$ cat src/rtl/i2cm_pkg.sv
// Shared types, phase codes and constants for the I2C master bit engine.
package i2cm_pkg;

  // Default width of the phase tick counter.
  localparam int TICK_WIDTH_DEFAULT = 17;

  // Reset value of the half-period register.
  localparam logic [15:0] HALF_PERIOD_RESET = 16'd250;

  // Address byte handling for the start-with-address commands.
  localparam logic [7:0] ADDR_RD_BIT  = 8'h01;
  localparam logic [7:0] ADDR_WR_MASK = 8'hFE;

  // Last bit position of a byte.
  localparam logic [3:0] LAST_BIT = 4'd7;

  // Command codes.
  localparam logic [2:0] OP_START    = 3'd0;
  localparam logic [2:0] OP_STOP     = 3'd1;
  localparam logic [2:0] OP_WRITE    = 3'd2;
  localparam logic [2:0] OP_READ_ACK = 3'd3;
  localparam logic [2:0] OP_READ_NAK = 3'd4;
  localparam logic [2:0] OP_ADDR_WR  = 3'd5;
  localparam logic [2:0] OP_ADDR_RD  = 3'd6;
  // The one code that is not a command; the engine ignores it.
  localparam logic [2:0] OP_UNUSED   = 3'd7;

  // Phase codes.
  localparam logic [4:0] PH_IDLE = 5'd0;
  localparam logic [4:0] PH_S1   = 5'd1;
  localparam logic [4:0] PH_S2   = 5'd2;
  localparam logic [4:0] PH_S3   = 5'd3;
  localparam logic [4:0] PH_P1   = 5'd4;
  localparam logic [4:0] PH_P2   = 5'd5;
  localparam logic [4:0] PH_P3   = 5'd6;
  localparam logic [4:0] PH_WSET = 5'd7;
  localparam logic [4:0] PH_WSTR = 5'd8;
  localparam logic [4:0] PH_WHI  = 5'd9;
  localparam logic [4:0] PH_WLO  = 5'd10;
  localparam logic [4:0] PH_ASET = 5'd11;
  localparam logic [4:0] PH_ASTR = 5'd12;
  localparam logic [4:0] PH_AHI  = 5'd13;
  localparam logic [4:0] PH_ALO  = 5'd14;
  localparam logic [4:0] PH_RHI  = 5'd15;
  localparam logic [4:0] PH_RLO  = 5'd16;
  localparam logic [4:0] PH_KSET = 5'd17;
  localparam logic [4:0] PH_KHI  = 5'd18;
  localparam logic [4:0] PH_KLO  = 5'd19;
  localparam logic [4:0] PH_KREL = 5'd20;

  // One input beat: a tick with an optional command and the sampled pins.
  typedef struct packed {
    logic       cmd_valid;
    logic [2:0] operation;
    logic [7:0] write_data;
    logic       scl_sense;
    logic       sda_sense;
  } in_beat_t;

  // One output beat: pin drives and status for that tick.
  typedef struct packed {
    logic       scl_release;
    logic       sda_release;
    logic       busy_res;
    logic       done_res;
    logic [7:0] read_data;
    logic       acked;
  } out_beat_t;

  // Engine state apart from the tick counter.
  typedef struct packed {
    logic [4:0] phase;
    logic [3:0] bit_index;
    logic [7:0] shift_byte;
    logic       ack_flag;
    logic       scl_drive;
    logic       sda_drive;
    logic [2:0] pending_op;
    logic [7:0] last_read;
  } eng_state_t;

endpackage

$ cat src/rtl/i2cm_step.sv
// Next-state and result logic for one tick of the I2C master bit engine.
module i2cm_step #(
  parameter int TICK_WIDTH = i2cm_pkg::TICK_WIDTH_DEFAULT
) (
  input  i2cm_pkg::eng_state_t  cur,
  input  logic [TICK_WIDTH-1:0] tick,
  input  logic [15:0]           half_period_ticks,
  input  i2cm_pkg::in_beat_t    beat,
  output i2cm_pkg::eng_state_t  nxt,
  output logic [TICK_WIDTH-1:0] tick_next,
  output i2cm_pkg::out_beat_t   res
);
  import i2cm_pkg::*;

  localparam int CW = ((TICK_WIDTH > 17) ? TICK_WIDTH : 17) + 1;

  logic [CW-1:0] tick_max;
  logic [16:0]   half_eff;
  logic [16:0]   len_raw;
  logic [CW-1:0] len_ext;
  logic [CW-1:0] len_sat;
  logic          dbl;
  logic          last_tick;
  logic          do_enter;
  logic [4:0]    ent;
  logic          done;

  // Phase length: H or 2H, with a zero half period taken as one tick,
  // saturated at what the tick counter can hold.
  always_comb begin
    tick_max = CW'({TICK_WIDTH{1'b1}});
    half_eff = (half_period_ticks == 16'd0) ? 17'd1 : {1'b0, half_period_ticks};
    dbl = (cur.phase == PH_S2) || (cur.phase == PH_P2) || (cur.phase == PH_WHI) ||
          (cur.phase == PH_AHI) || (cur.phase == PH_RHI) || (cur.phase == PH_RLO) ||
          (cur.phase == PH_KHI);
    len_raw = dbl ? {half_eff[15:0], 1'b0} : half_eff;
    len_ext = CW'(len_raw);
    len_sat = (len_ext > tick_max) ? tick_max : len_ext;
    last_tick = (CW'(tick) + CW'(1)) >= len_sat;
  end

  // Phase sequencing.
  always_comb begin
    nxt       = cur;
    tick_next = tick;
    do_enter  = 1'b0;
    ent       = PH_IDLE;
    done      = 1'b0;
    if (cur.phase == PH_IDLE) begin
      if (beat.cmd_valid && (beat.operation != OP_UNUSED)) begin
        nxt.pending_op = beat.operation;
        nxt.bit_index  = 4'd0;
        do_enter       = 1'b1;
        unique case (beat.operation)
          OP_START: ent = PH_S1;
          OP_STOP: ent = PH_P1;
          OP_WRITE: begin
            nxt.shift_byte = beat.write_data;
            ent = PH_WSET;
          end
          OP_READ_ACK, OP_READ_NAK: begin
            nxt.shift_byte = 8'd0;
            ent = PH_RHI;
          end
          OP_ADDR_WR: begin
            nxt.shift_byte = beat.write_data & ADDR_WR_MASK;
            ent = PH_S1;
          end
          default: begin
            nxt.shift_byte = beat.write_data | ADDR_RD_BIT;
            ent = PH_S1;
          end
        endcase
      end
    end else if ((cur.phase == PH_WSTR) || (cur.phase == PH_ASTR)) begin
      // Clock stretching: hold until the slave lets SCL go high.
      if (beat.scl_sense) begin
        do_enter = 1'b1;
        ent = (cur.phase == PH_WSTR) ? PH_WHI : PH_AHI;
      end
    end else if (!last_tick) begin
      tick_next = tick + TICK_WIDTH'(1);
    end else begin
      do_enter = 1'b1;
      unique case (cur.phase)
        PH_S1: ent = PH_S2;
        PH_S2: ent = PH_S3;
        PH_S3: begin
          if ((cur.pending_op == OP_ADDR_WR) || (cur.pending_op == OP_ADDR_RD)) begin
            nxt.bit_index = 4'd0;
            ent = PH_WSET;
          end else begin
            do_enter = 1'b0;
            done = 1'b1;
          end
        end
        PH_P1: ent = PH_P2;
        PH_P2: ent = PH_P3;
        PH_WSET: ent = PH_WSTR;
        PH_WHI: ent = PH_WLO;
        PH_WLO: begin
          if (cur.bit_index >= LAST_BIT) begin
            ent = PH_ASET;
          end else begin
            nxt.bit_index  = cur.bit_index + 4'd1;
            nxt.shift_byte = {cur.shift_byte[6:0], 1'b0};
            ent = PH_WSET;
          end
        end
        PH_ASET: ent = PH_ASTR;
        PH_AHI: begin
          nxt.ack_flag = ~beat.sda_sense;
          ent = PH_ALO;
        end
        PH_RHI: begin
          nxt.shift_byte = {cur.shift_byte[6:0], beat.sda_sense};
          ent = PH_RLO;
        end
        PH_RLO: begin
          if (cur.bit_index >= LAST_BIT) begin
            nxt.last_read = cur.shift_byte;
            ent = PH_KSET;
          end else begin
            nxt.bit_index = cur.bit_index + 4'd1;
            ent = PH_RHI;
          end
        end
        PH_KSET: ent = PH_KHI;
        PH_KHI: ent = PH_KLO;
        PH_KLO: ent = PH_KREL;
        default: begin
          do_enter = 1'b0;
          done = 1'b1;
        end
      endcase
      if (done) begin
        nxt.phase = PH_IDLE;
        tick_next = '0;
      end
    end

    // Entering a phase restarts its timer and sets its pin levels.
    if (do_enter) begin
      nxt.phase = ent;
      tick_next = '0;
      unique case (ent)
        PH_S1, PH_P2, PH_WSTR, PH_ASTR, PH_KHI: nxt.scl_drive = 1'b1;
        PH_S2, PH_P1: nxt.sda_drive = 1'b0;
        PH_S3, PH_WLO, PH_ALO, PH_RLO, PH_KLO: nxt.scl_drive = 1'b0;
        PH_P3, PH_ASET, PH_KREL: nxt.sda_drive = 1'b1;
        PH_WSET: nxt.sda_drive = nxt.shift_byte[7];
        PH_RHI: begin
          nxt.scl_drive = 1'b1;
          nxt.sda_drive = 1'b1;
        end
        PH_KSET: nxt.sda_drive = (nxt.pending_op == OP_READ_NAK);
        default: begin
        end
      endcase
    end
  end

  // Result of this tick.
  always_comb begin
    res.scl_release = nxt.scl_drive;
    res.sda_release = nxt.sda_drive;
    res.busy_res    = (nxt.phase != PH_IDLE);
    res.done_res    = done;
    res.read_data   = nxt.last_read;
    res.acked       = nxt.ack_flag;
  end

endmodule

$ cat src/rtl/i2c_master_bit_engine_top.sv
// A tick beat accepted into the input register passes through the engine step into
// the result register, from which it is offered as a result.
// Throughput: one beat per cycle; the input register takes one more beat while a
// result waits, and stall reaches the input only when both registers are full
// and the result is stalled. Reset: synchronous, active high; the engine returns
// to idle with both lines released, status cleared and the half period at 250.
module i2c_master_bit_engine_top #(
  parameter int TICK_WIDTH = i2cm_pkg::TICK_WIDTH_DEFAULT
) (
  input  logic                clk,
  input  logic                rst,
  input  logic                in_valid,
  output logic                in_stall,
  input  i2cm_pkg::in_beat_t  in_data,
  output logic                out_valid,
  input  logic                out_stall,
  output i2cm_pkg::out_beat_t out_data,
  input  logic                cfg_wr_en,
  input  logic [15:0]         cfg_wr_data
);
  import i2cm_pkg::*;

  logic                  in_full;
  in_beat_t              in_reg;
  logic                  adv;
  logic [15:0]           half_period;
  eng_state_t            state;
  eng_state_t            state_next;
  logic [TICK_WIDTH-1:0] tick;
  logic [TICK_WIDTH-1:0] tick_next;
  out_beat_t             res;

  // The held beat moves on when the result register is free or being taken.
  assign adv      = in_full && (!out_valid || !out_stall);
  assign in_stall = in_full && !adv;

  // Half-period register.
  always_ff @(posedge clk) begin
    if (rst) begin
      half_period <= HALF_PERIOD_RESET;
    end else if (cfg_wr_en) begin
      half_period <= cfg_wr_data;
    end
  end

  // Input beat register.
  always_ff @(posedge clk) begin
    if (rst) begin
      in_full <= 1'b0;
    end else begin
      in_full <= (in_valid && !in_stall) || (in_full && !adv);
    end
  end

  always_ff @(posedge clk) begin
    if (in_valid && !in_stall) begin
      in_reg <= in_data;
    end
  end

  // One tick of the engine.
  i2cm_step #(
    .TICK_WIDTH(TICK_WIDTH)
  ) u_step (
    .cur              (state),
    .tick             (tick),
    .half_period_ticks(half_period),
    .beat             (in_reg),
    .nxt              (state_next),
    .tick_next        (tick_next),
    .res              (res)
  );

  // Engine state advances with each beat that moves to the result register.
  always_ff @(posedge clk) begin
    if (rst) begin
      state.phase      <= PH_IDLE;
      state.bit_index  <= 4'd0;
      state.shift_byte <= 8'd0;
      state.ack_flag   <= 1'b0;
      state.scl_drive  <= 1'b1;
      state.sda_drive  <= 1'b1;
      state.pending_op <= 3'd0;
      state.last_read  <= 8'd0;
      tick             <= '0;
    end else if (adv) begin
      state <= state_next;
      tick  <= tick_next;
    end
  end

  // Result register.
  always_ff @(posedge clk) begin
    if (rst) begin
      out_valid <= 1'b0;
    end else if (adv) begin
      out_valid <= 1'b1;
    end else if (!out_stall) begin
      out_valid <= 1'b0;
    end
  end

  always_ff @(posedge clk) begin
    if (adv) begin
      out_data <= res;
    end
  end

endmodule

$ cat config.mk
export PLATFORM = sky130hd
export DESIGN_NAME = i2c_master_bit_engine_top
export DESIGN_NICKNAME = d
export VERILOG_FILES = /design/src/rtl/i2cm_pkg.sv /design/src/rtl/i2cm_step.sv /design/src/rtl/i2c_master_bit_engine_top.sv
export SDC_FILE = /design/constraint.sdc
export NUM_CORES = 1
export LEC_CHECK = 0
export CORE_ASPECT_RATIO = 1.2
export CORE_MARGIN = 2
export CORE_UTILIZATION = 57
export CTS_CLUSTER_DIAMETER = 30
export DETAILED_ROUTE_END_ITERATION = 16
export DONT_BUFFER_PORTS = 1
export PLACE_DENSITY = 0.75
export SKIP_LAST_GASP = 1
export SYNTH_ARGS = -nofsm -noshare
export SYNTH_HDL_FRONTEND = slang
export SYNTH_SLANG_ARGS = --single-unit
$ cat constraint.sdc
create_clock -name clk -period 4.5 [get_ports clk]
set_input_delay 0.675 -clock clk [delete_from_list [all_inputs] [get_ports clk]]
set_output_delay 0.675 -clock clk [all_outputs]
set_load 0.005 [all_outputs]
==> results.yml, run 1 <==
run_status:
  status: "finished, final reports clean"
global_route:
  grt_overflow: 0
  antenna_found_initial: 0
  grt_start_max_net_pins: 58
  grt_usage_pct: 25.7
  grt_pass1_wl_microns: 20400
  grt_pass1_vias: 4228
final_layout:
  fillers: 779
  largestRegisters: "state x31, tick x17, half_period x16"
  drive_gt1_share_pct: 8.77
  final_cell_mix: "nand2_1, nor2_1, dfxtp_1"
  layout.cells.most_common: "nand2_1"
  n_antenna_cell: 0
  largest_register: "state"
  syn_to_final_growth_pct: 6.06
  nNetsFinal: 653
  largest_register_ffs: 31
synth:
  synth_flop_cell: "dfxtp_1"
  synth_top_area_share_pct: 24.9
  syn_area_sq_um: 5310
  synth_edf_count: 27
  avgSynthCellArea_sq_um: 8.79
  synth.distinct_cells: 67
  seq_area_frac_synth_pct: 40.2
  synth_seq_cells: 93
  synth_nets: 658
  ys.warnings.count: 0
  synth_top_cell_by_area: "dfxtp_1"
  synth-async-reset-ratio_pct: 0
  netlist_top_cells_area: "dfxtp_1, edfxtp_1, mux2i_1"
  syn-instance-count: 604
drt:
  drt_iter0_markers: 404
  drtAntennaViolNets: 0
  wl_microns: 12900
  vias: 4525
  wl_per_cell_microns: 17.8
  drc: 0
  dr.pass1.iters: 6
  viasPerCell: 6.25
place:
  dp_slack_ps: 148
  gp_congestion: 0.910
  hpwl_microns: 9450
  io_buffer_count: 0
power:
  power.density_nw_per_um2: 296
  ir_worst_vdd_v: 0.000256
  p_leak_nw: 2.18
  finalPower_w: 0.00167
setup_path:
  timing.rr.start: "tick[0]"
  critPathLaunchType: "register"
  cp.arrival_ps: 4320
  crit_type: "reg2reg"
  critPathMaxFanout: 16
  r2r_setup_slack_ps: 300
  r2r-end: "out_data[12]"
  reg2regPathDepth: 16
  end_kind: "register"
  required_ps: 4620
floorplan:
  io_pins: 50
  die_w_microns: 92.1
  die-area_sq_um: 10100
  coreArea_sq_um: 9030
  die_y_microns: 110
  rows: 38
  start_util_pct: 58.8
timing:
  tightest_slew_ps: 1200
  period_minus_slack_ps: 4200
  setup_viol: 0
  maxSlewHeadroom_pct: 19.9
  drv_slew: 0
  fin_ws_ps: 300
  tns_ps: 0
  fin_crit_sh_pct: 93.3
  skew_ps: 9.17
  max_clock_freq_mhz: 238
  finalHoldViolations: 0
  rsz0062_at_grt: "false"
hold_path:
  min_path_type: "in2reg"
  min_to: "half_period[0]"
  hold_path_depth: 1
  min_from: "rst"
clocking:
  clock_latency_ps: 370
  cts_buffer_depth: 2
  cts_resized: 0
  cts_tree: "done"
  cts_sinks: 93
  htree_levels: 3
  ctsHoldBuffers: 0
  cts_buffers: 9
  postCtsSetupBuffers: 0
  clk_pin_slew_ps: 90
  root_buffer: "clkbuf_8"
run:
  max_cap_violations: 0
worst max-delay path, cell delays in order, from the launching register on:
cell and delay (ps):
dfxtp_1 430, ha_1 250, nand3_1 110, nor2_1 180
and2_1 240, nand2_1 110, xnor2_1 280, ha_1 320
a21oi_1 120, a21boi_0 140, o31ai_1 490, o211ai_4 290
a21oi_1 490, or3_1 190, o21ai_0 70, o21ai_1 170
nand2_1 70
how the worst max path moves through the flow:
stage / slack, ps / to / cells past startpoint / from
after CTS: 130 / out_data[12] / 15 / state[28]
final: 300 / out_data[12] / 16 / tick[0]
after global placement: 400 / out_data[12] / 15 / state[28]
after detailed placement: 150 / out_data[12] / 15 / state[28]
after floorplan: 20 / out_data[1] / 16 / state[30]
after global routing: 5 / out_data[11] / 15 / tick[0]
report_power, final:
| group | switching, W | internal, W |
|---|---|---|
| sequential | 0.0000281 | 0.000892 |
| combinational | 0.000112 | 0.0000674 |
| clock | 0.000306 | 0.000261 |
cells in the mapped netlist (9+ instances only):
cell type	n
nand2_1	69
dfxtp_1	66
nor2_1	66
a21oi_1	53
mux2i_1	35
nand3_1	31
o21ai_0	29
edfxtp_1	27
clkbuf_1	22
ha_1	19
xnor2_1	14
nor3_1	13
a211oi_1	11
a22oi_1	9
inv_1	9
nand2b_1	9
metrics by stage:
step | cell area [sq um] | instances | hold slack [ps] | utilization [%]
after global placement | 5430 | 708 | 434 | 60.1
final | 5630 | 724 | 363 | 62.3
after floorplan | 5310 | 604 | 434 | -
after global routing | 5630 | 724 | 354 | 62.3
after CTS | 5630 | 724 | 351 | 62.3
after detailed placement | 5430 | 708 | 439 | 60.1
per-layer routing:
layer | global-route usage, % | part of all wire (%) | up-vias
li1 | - | - | 2194
met1 | 29.7 | 41 | 2139
met2 | 45.2 | 51 | 158
met3 | 5.62 | 5.4 | 34
met4 | 12.7 | 3.5 | 0
met5 | 0 | 0 | -
kinds of logic (layout without fill, tap and decap cells):
logic type	Yosys count	count (layout)	synth area share, %
simple gates	240	240	21.8
mux	43	43	8.30
compound gates	147	147	18.5
flops	93	93	40.2
fa+ha+maj	19	19	4.48
xor+xnor	19	19	3.13
buf+inv	43	43	3.61
cell type report:
class	count	area (sq um)	area share, %
clock buffer	9	124	2.20
clock inverter	7	72.6	1.29
inverter	10	37.5	0.667
multi-input combinational	468	2990	53.0
sequential	93	2130	37.9
tap	120	150	2.67
timing repair buffer	17	128	2.27
Note: power is estimated with default switching activity, not from simulation.
==> run 2: changes to the inputs <==
--- a/config.mk
+++ b/config.mk
@@ -7,11 +7,11 @@
 export LEC_CHECK = 0
 export CORE_ASPECT_RATIO = 1.2
 export CORE_MARGIN = 2
-export CORE_UTILIZATION = 57
+export CORE_UTILIZATION = 55
 export CTS_CLUSTER_DIAMETER = 30
 export DETAILED_ROUTE_END_ITERATION = 16
 export DONT_BUFFER_PORTS = 1
-export PLACE_DENSITY = 0.75
+export PLACE_DENSITY = 0.73
 export SKIP_LAST_GASP = 1
 export SYNTH_ARGS = -nofsm -noshare
 export SYNTH_HDL_FRONTEND = slang
==> run 2 against run 1 <==
  * Design area is 2.3% higher
  * Maximum frequency is 1.3% higher
  * First-iteration DRC count is 36% lower
  * Register-to-register slack better by 50 ps
  * Sequential power hardly changed
  * Clock skew is 0.80 ps lower
  * Total power is 13% higher
  * Clock power is 37% higher
  * Final cell count is 0.55% higher
==> results.yml, run 2 (same netlist as run 1, synthesis figures left out) <==
run_status:
  status: "finished, final reports clean"
setup_path:
  end_kind: "register"
  critPathMaxFanout: 16
  crit_type: "reg2reg"
  crit_chain: "or2_2, o32a_2, and2_1, ha_1, or3b_1, o2111a_1, a2111oi_4, o211ai_4, a21oi_2, and3_1, inv_1, o221ai_1, nand2_1"
  reg2regPathDepth: 13
  critical-path-max-stage-delay_ps: 520
  cp.arrival_ps: 4240
  critPathSlowestCell: "o32a_2"
  required_ps: 4600
  critPathLaunchType: "register"
final_layout:
  syn_to_final_growth_pct: 8.46
  largest_register_ffs: 31
  fillers: 858
  layout.cells.most_common: "nand2_1"
  final_cell_mix: "nand2_1, nor2_1, dfxtp_1"
  drive_gt1_share_pct: 8.93
  largestRegisters: "state x31, tick x17, half_period x16"
  nNetsFinal: 654
  n_antenna_cell: 0
  largest_register: "state"
power:
  power.density_nw_per_um2: 326
  switching_share_pct: 25.5
  p_int_w: 0.00140
  clockPowerShare_pct: 41.4
  switchingPower_w: 0.000478
  finalPower_w: 0.00188
  combPwrFrac_pct: 9.6
  ir_worst_vdd_v: 0.000212
  power_frac_seq_pct: 49.0
  p_leak_nw: 2.23
timing:
  rsz0062_at_grt: "false"
  setup_viol: 0
  tightest_slew_ps: 1130
  maxSlewHeadroom_pct: 24.7
  fin_crit_sh_pct: 92.2
  period_minus_slack_ps: 4150
  skew_ps: 8.36
  tns_ps: 0
  max_clock_freq_mhz: 241
  drv_slew: 0
  finalHoldViolations: 0
global_route:
  grt_overflow: 0
  grt_usage_pct: 25.5
  grt_start_max_net_pins: 58
  grt_pass1_wl_microns: 21100
  grt_pass1_vias: 4277
  antenna_found_initial: 1
drt:
  viasPerCell: 6.17
  wl_per_cell_microns: 17.8
  drt_iter0_markers: 259
  drtAntennaViolNets: 0
  dr.pass1.iters: 5
  drc: 0
  wl_microns: 13000
  vias: 4492
clocking:
  cts_buffers: 9
  cts_buffer_depth: 2
  root_buffer: "clkbuf_16"
  postCtsSetupBuffers: 0
  htree_levels: 3
  ctsHoldBuffers: 0
  cts_tree: "done"
  clock_latency_ps: 350
  cts_resized: 0
  clk_pin_slew_ps: 70
  cts_sinks: 93
floorplan:
  die_w_microns: 93.7
  io_pins: 50
  rows: 39
  start_util_pct: 56.1
  die-area_sq_um: 10500
  die_y_microns: 112
  coreArea_sq_um: 9470
hold_path:
  min_path_type: "in2reg"
  hold_path_depth: 1
place:
  gp_congestion: 0.913
  io_buffer_count: 0
  hpwl_microns: 9610
run:
  max_cap_violations: 0
-- run 2: cell types whose count changed in the layout (fill, tap and decap cells not counted), sizes merged --
cell | previous run | this run
clkbuf | 9 | 10
clkinv | 4 | 3
buf | 17 | 18
inv | 12 | 11
clkinvlp | 0 | 1
-- run 2: power groups by stage --
stage | combinational (W) | clock (W) | sequential (W)
2_1_floorplan | 0.000148 | 0 | 0.000927
3_3_place_gp | 0.000174 | 0 | 0.000937
3_5_place_dp | 0.000177 | 0 | 0.000938
4_1_cts | 0.000178 | 0.000781 | 0.000919
5_1_grt | 0.000201 | 0.000814 | 0.000923
6_report | 0.000180 | 0.000777 | 0.000919
-- run 2: critical path: cells and delay by family (launching register included) --
| family | cells | cell delay (ps) |
|---|---|---|
| compound gates | 6 | 1930 |
| fa+ha+maj | 1 | 280 |
| simple gates | 5 | 1290 |
| buf+inv | 1 | 60 |
| flops | 1 | 330 |
-- run 2: worst paths after layout --
path | from | endpoint | slack (ps)
setup / recovery | state[28] | out_data[12] | 350
hold / removal | rst | out_valid | 400
setup reg to reg | state[28] | out_data[12] | 350
hold reg to reg | state[1] | state[1] | 450
-- run 2: cell type report --
cell class	count	area [sq um]	area share (%)
Sequential cell	93	2130	37.0
Multi-Input combinational cell	468	2990	51.9
Clock inverter	6	71.3	1.24
Tap cell	123	154	2.67
Inverter	10	37.5	0.652
Clock buffer	10	229	3.98
Timing Repair Buffer	18	148	2.56
-- run 2: through the flow --
step	util [%]	cells	instance area [sq um]	worst slack, ps	hold WS (ps)
6_report	60.8	728	5760	352	397
5_1_grt	60.8	728	5760	49.0	388
4_1_cts	60.8	728	5760	263	391
3_5_place_dp	57.6	712	5460	291	439
3_3_place_gp	57.6	712	5460	444	433
2_1_floorplan	-	604	5310	24.3	434
-- run 2: routing by layer --
| metal | GRT usage [%] | wire length [microns] |
|---|---|---|
| met2 | 45.3 | 6870 |
| met3 | 5.75 | 556 |
| met1 | 29.8 | 5230 |
| met4 | 8.60 | 305 |
| met5 | 0 | 0 |
==> run 3: changes to the inputs <==
--- a/config.mk
+++ b/config.mk
@@ -7,11 +7,11 @@
 export LEC_CHECK = 0
 export CORE_ASPECT_RATIO = 1.2
 export CORE_MARGIN = 2
-export CORE_UTILIZATION = 55
+export CORE_UTILIZATION = 58
 export CTS_CLUSTER_DIAMETER = 30
 export DETAILED_ROUTE_END_ITERATION = 16
 export DONT_BUFFER_PORTS = 1
-export PLACE_DENSITY = 0.73
+export PLACE_DENSITY = 0.76
 export SKIP_LAST_GASP = 1
 export SYNTH_ARGS = -nofsm -noshare
 export SYNTH_HDL_FRONTEND = slang
==> run 3 against run 2 <==
  * Final cell count is 0.55% lower
  * Largest power group unchanged
  * Total power is 8.1% lower
  * Clock-buffer cell count stayed put
  * Sequential share of layout area is 0.58 points higher
  * Worst hold slack worse by 26 ps
  * Worst setup slack better by 23 ps
  * Design area is 1.5% lower
  * Clock skew is 2.1 ps higher
  * Flip-flop and latch count stayed put
==> results.yml, run 3 (same netlist as run 1, synthesis figures left out) <==
setup_path:
  critPathMaxFanout: 16
  critPathCapture: "out_data[12]"
  r2r-end: "out_data[12]"
  crit_start: "state[28]"
  timing.rr.start: "state[28]"
  end_kind: "register"
  required_ps: 4620
  cp.arrival_ps: 4250
  reg2regPathDepth: 14
  r2r_setup_slack_ps: 370
  critPathLaunchType: "register"
  crit_type: "reg2reg"
power:
  combPwrFrac_pct: 10.3
  clockPowerShare_pct: 36.4
  switching_share_pct: 25.9
  p_int_w: 0.00128
  ir_worst_vdd_v: 0.000316
  p_leak_nw: 2.19
  finalPower_w: 0.00172
  power.density_nw_per_um2: 304
  power_frac_seq_pct: 53.4
  switchingPower_w: 0.000447
timing:
  finalHoldViolations: 0
  rsz0062_at_grt: "false"
  maxSlewHeadroom_pct: 20.8
  whs_ps: 371
  drv_slew: 0
  setup_viol: 0
  fin_crit_sh_pct: 91.7
  period_minus_slack_ps: 4130
  tns_ps: 0
  tightest_slew_ps: 1190
  max_clock_freq_mhz: 242
  skew_ps: 10.5
global_route:
  grtUsageMet3_pct: 6.29
  use_met2_pct: 46.9
  grt_start_max_net_pins: 58
  grt_overflow: 0
  use_met1_pct: 28.7
  antenna_found_initial: 1
  grt_pass1_vias: 4342
  busiest_layer: "met2"
  grt_usage_pct: 26.1
  grt_pass1_wl_microns: 20600
clocking:
  htree_levels: 3
  clk_pin_slew_ps: 100
  cts_buffers: 9
  cts_sinks: 93
  cts_buffer_depth: 2
  root_buffer: "clkbuf_8"
  clock_latency_ps: 360
  postCtsSetupBuffers: 0
  cts_tree: "done"
drt:
  viasPerCell: 6.28
  wl_per_cell_microns: 17.6
  wl_microns: 12700
  drtAntennaViolNets: 0
  dr.pass1.iters: 5
  vias: 4550
  drt_iter0_markers: 339
  drc: 0
final_layout:
  fillers: 752
  drive_gt1_share_pct: 8.77
  final_cell_area_sq_um: 5670
  largestRegisters: "state x31, tick x17, half_period x16"
  syn_to_final_growth_pct: 6.79
  n_antenna_cell: 0
  largest_register: "state"
  largest_register_ffs: 31
  final_cell_mix: "nand2_1, nor2_1, dfxtp_1"
  nNetsFinal: 653
  layout.cells.most_common: "nand2_1"
  layout.cells.non_filler: 724
place:
  detailed_place.area_sq_um: 5450
  hpwl_microns: 9310
  dp_cells: 708
  gp_congestion: 0.925
  io_buffer_count: 0
floorplan:
  start_util_pct: 59.1
  die_y_microns: 109
  die_w_microns: 91.3
  coreArea_sq_um: 8990
  rows: 38
  die-area_sq_um: 9940
  io_pins: 50
run_status:
  status: "finished, final reports clean"
hold_path:
  min_path_type: "in2reg"
run:
  max_cap_violations: 0
[run 3: cell types whose count changed in the layout (fill, tap and decap cells not counted), sizes merged]
cell	before	now
clkinvlp	1	0
clkinv	3	4
bufinv	1	2
inv	11	10
buf	18	17
[run 3: area by class of cell]
type                            instances  area, sq um  share of cell area (%)
Timing Repair Buffer                   17          140                    2.47
Sequential cell                        93         2130                    37.6
Inverter                               10         37.5                   0.662
Clock buffer                           10          128                    2.25
Clock inverter                          6         95.1                    1.68
Tap cell                              120          150                    2.65
Multi-Input combinational cell        468         2990                    52.7
[run 3: power groups by stage]
stage	Clock, W	Sequential (W)	Combinational, W
after floorplan	0	0.000927	0.000148
after detailed placement	0	0.000938	0.000175
after global routing	0.000672	0.000923	0.000195
after CTS	0.000639	0.000919	0.000175
final	0.000627	0.000920	0.000177
after global placement	0	0.000937	0.000170
[run 3: worst min-delay path by stage]
stage | start | endpoint | slack [ps] | cells after the start
2_1_floorplan | state[0] | state[0] | 430 | 2
3_3_place_gp | state[6] | state[6] | 430 | 2
3_5_place_dp | state[4] | state[4] | 440 | 2
4_1_cts | rst | state[5] | 350 | 1
5_1_grt | rst | state[9] | 350 | 1
6_report | rst | state[5] | 370 | 1
[run 3: critical path, stage by stage, from the launching register on]
cell       delay [ps]
dfxtp_1           330
or2_2             350
o32a_2            510
buf_4             210
mux2i_1           120
ha_1              200
or3b_1            360
o2111a_1          150
a2111oi_4         420
o211ai_4          250
a21oi_1           450
or3_1             180
o21ai_0            90
o21ai_1           180
nand2_1            70
[run 3: layer usage]
| metal | wire (microns) | vias up | part of all wire (%) |
|---|---|---|---|
| met5 | 0 | - | 0 |
| met4 | 495 | 0 | 3.9 |
| met3 | 732 | 39 | 5.7 |
| met2 | 6550 | 156 | 51 |
| met1 | 4960 | 2166 | 39 |
| li1 | - | 2189 | - |
[run 3: through the flow]
stage,utilization [%],setup WS (ps)
global placement,60.6,404
CTS,63.1,266
detailed placement,60.6,263
finish,63.1,374
floorplan,-,24.3
global route,63.1,58.3
[run 3: timing repair]
item	in CTS	in global routing
hold buffers	0	0
resized for setup	0	1
hold endpoints to repair	0	0
setup endpoints to repair	0	6
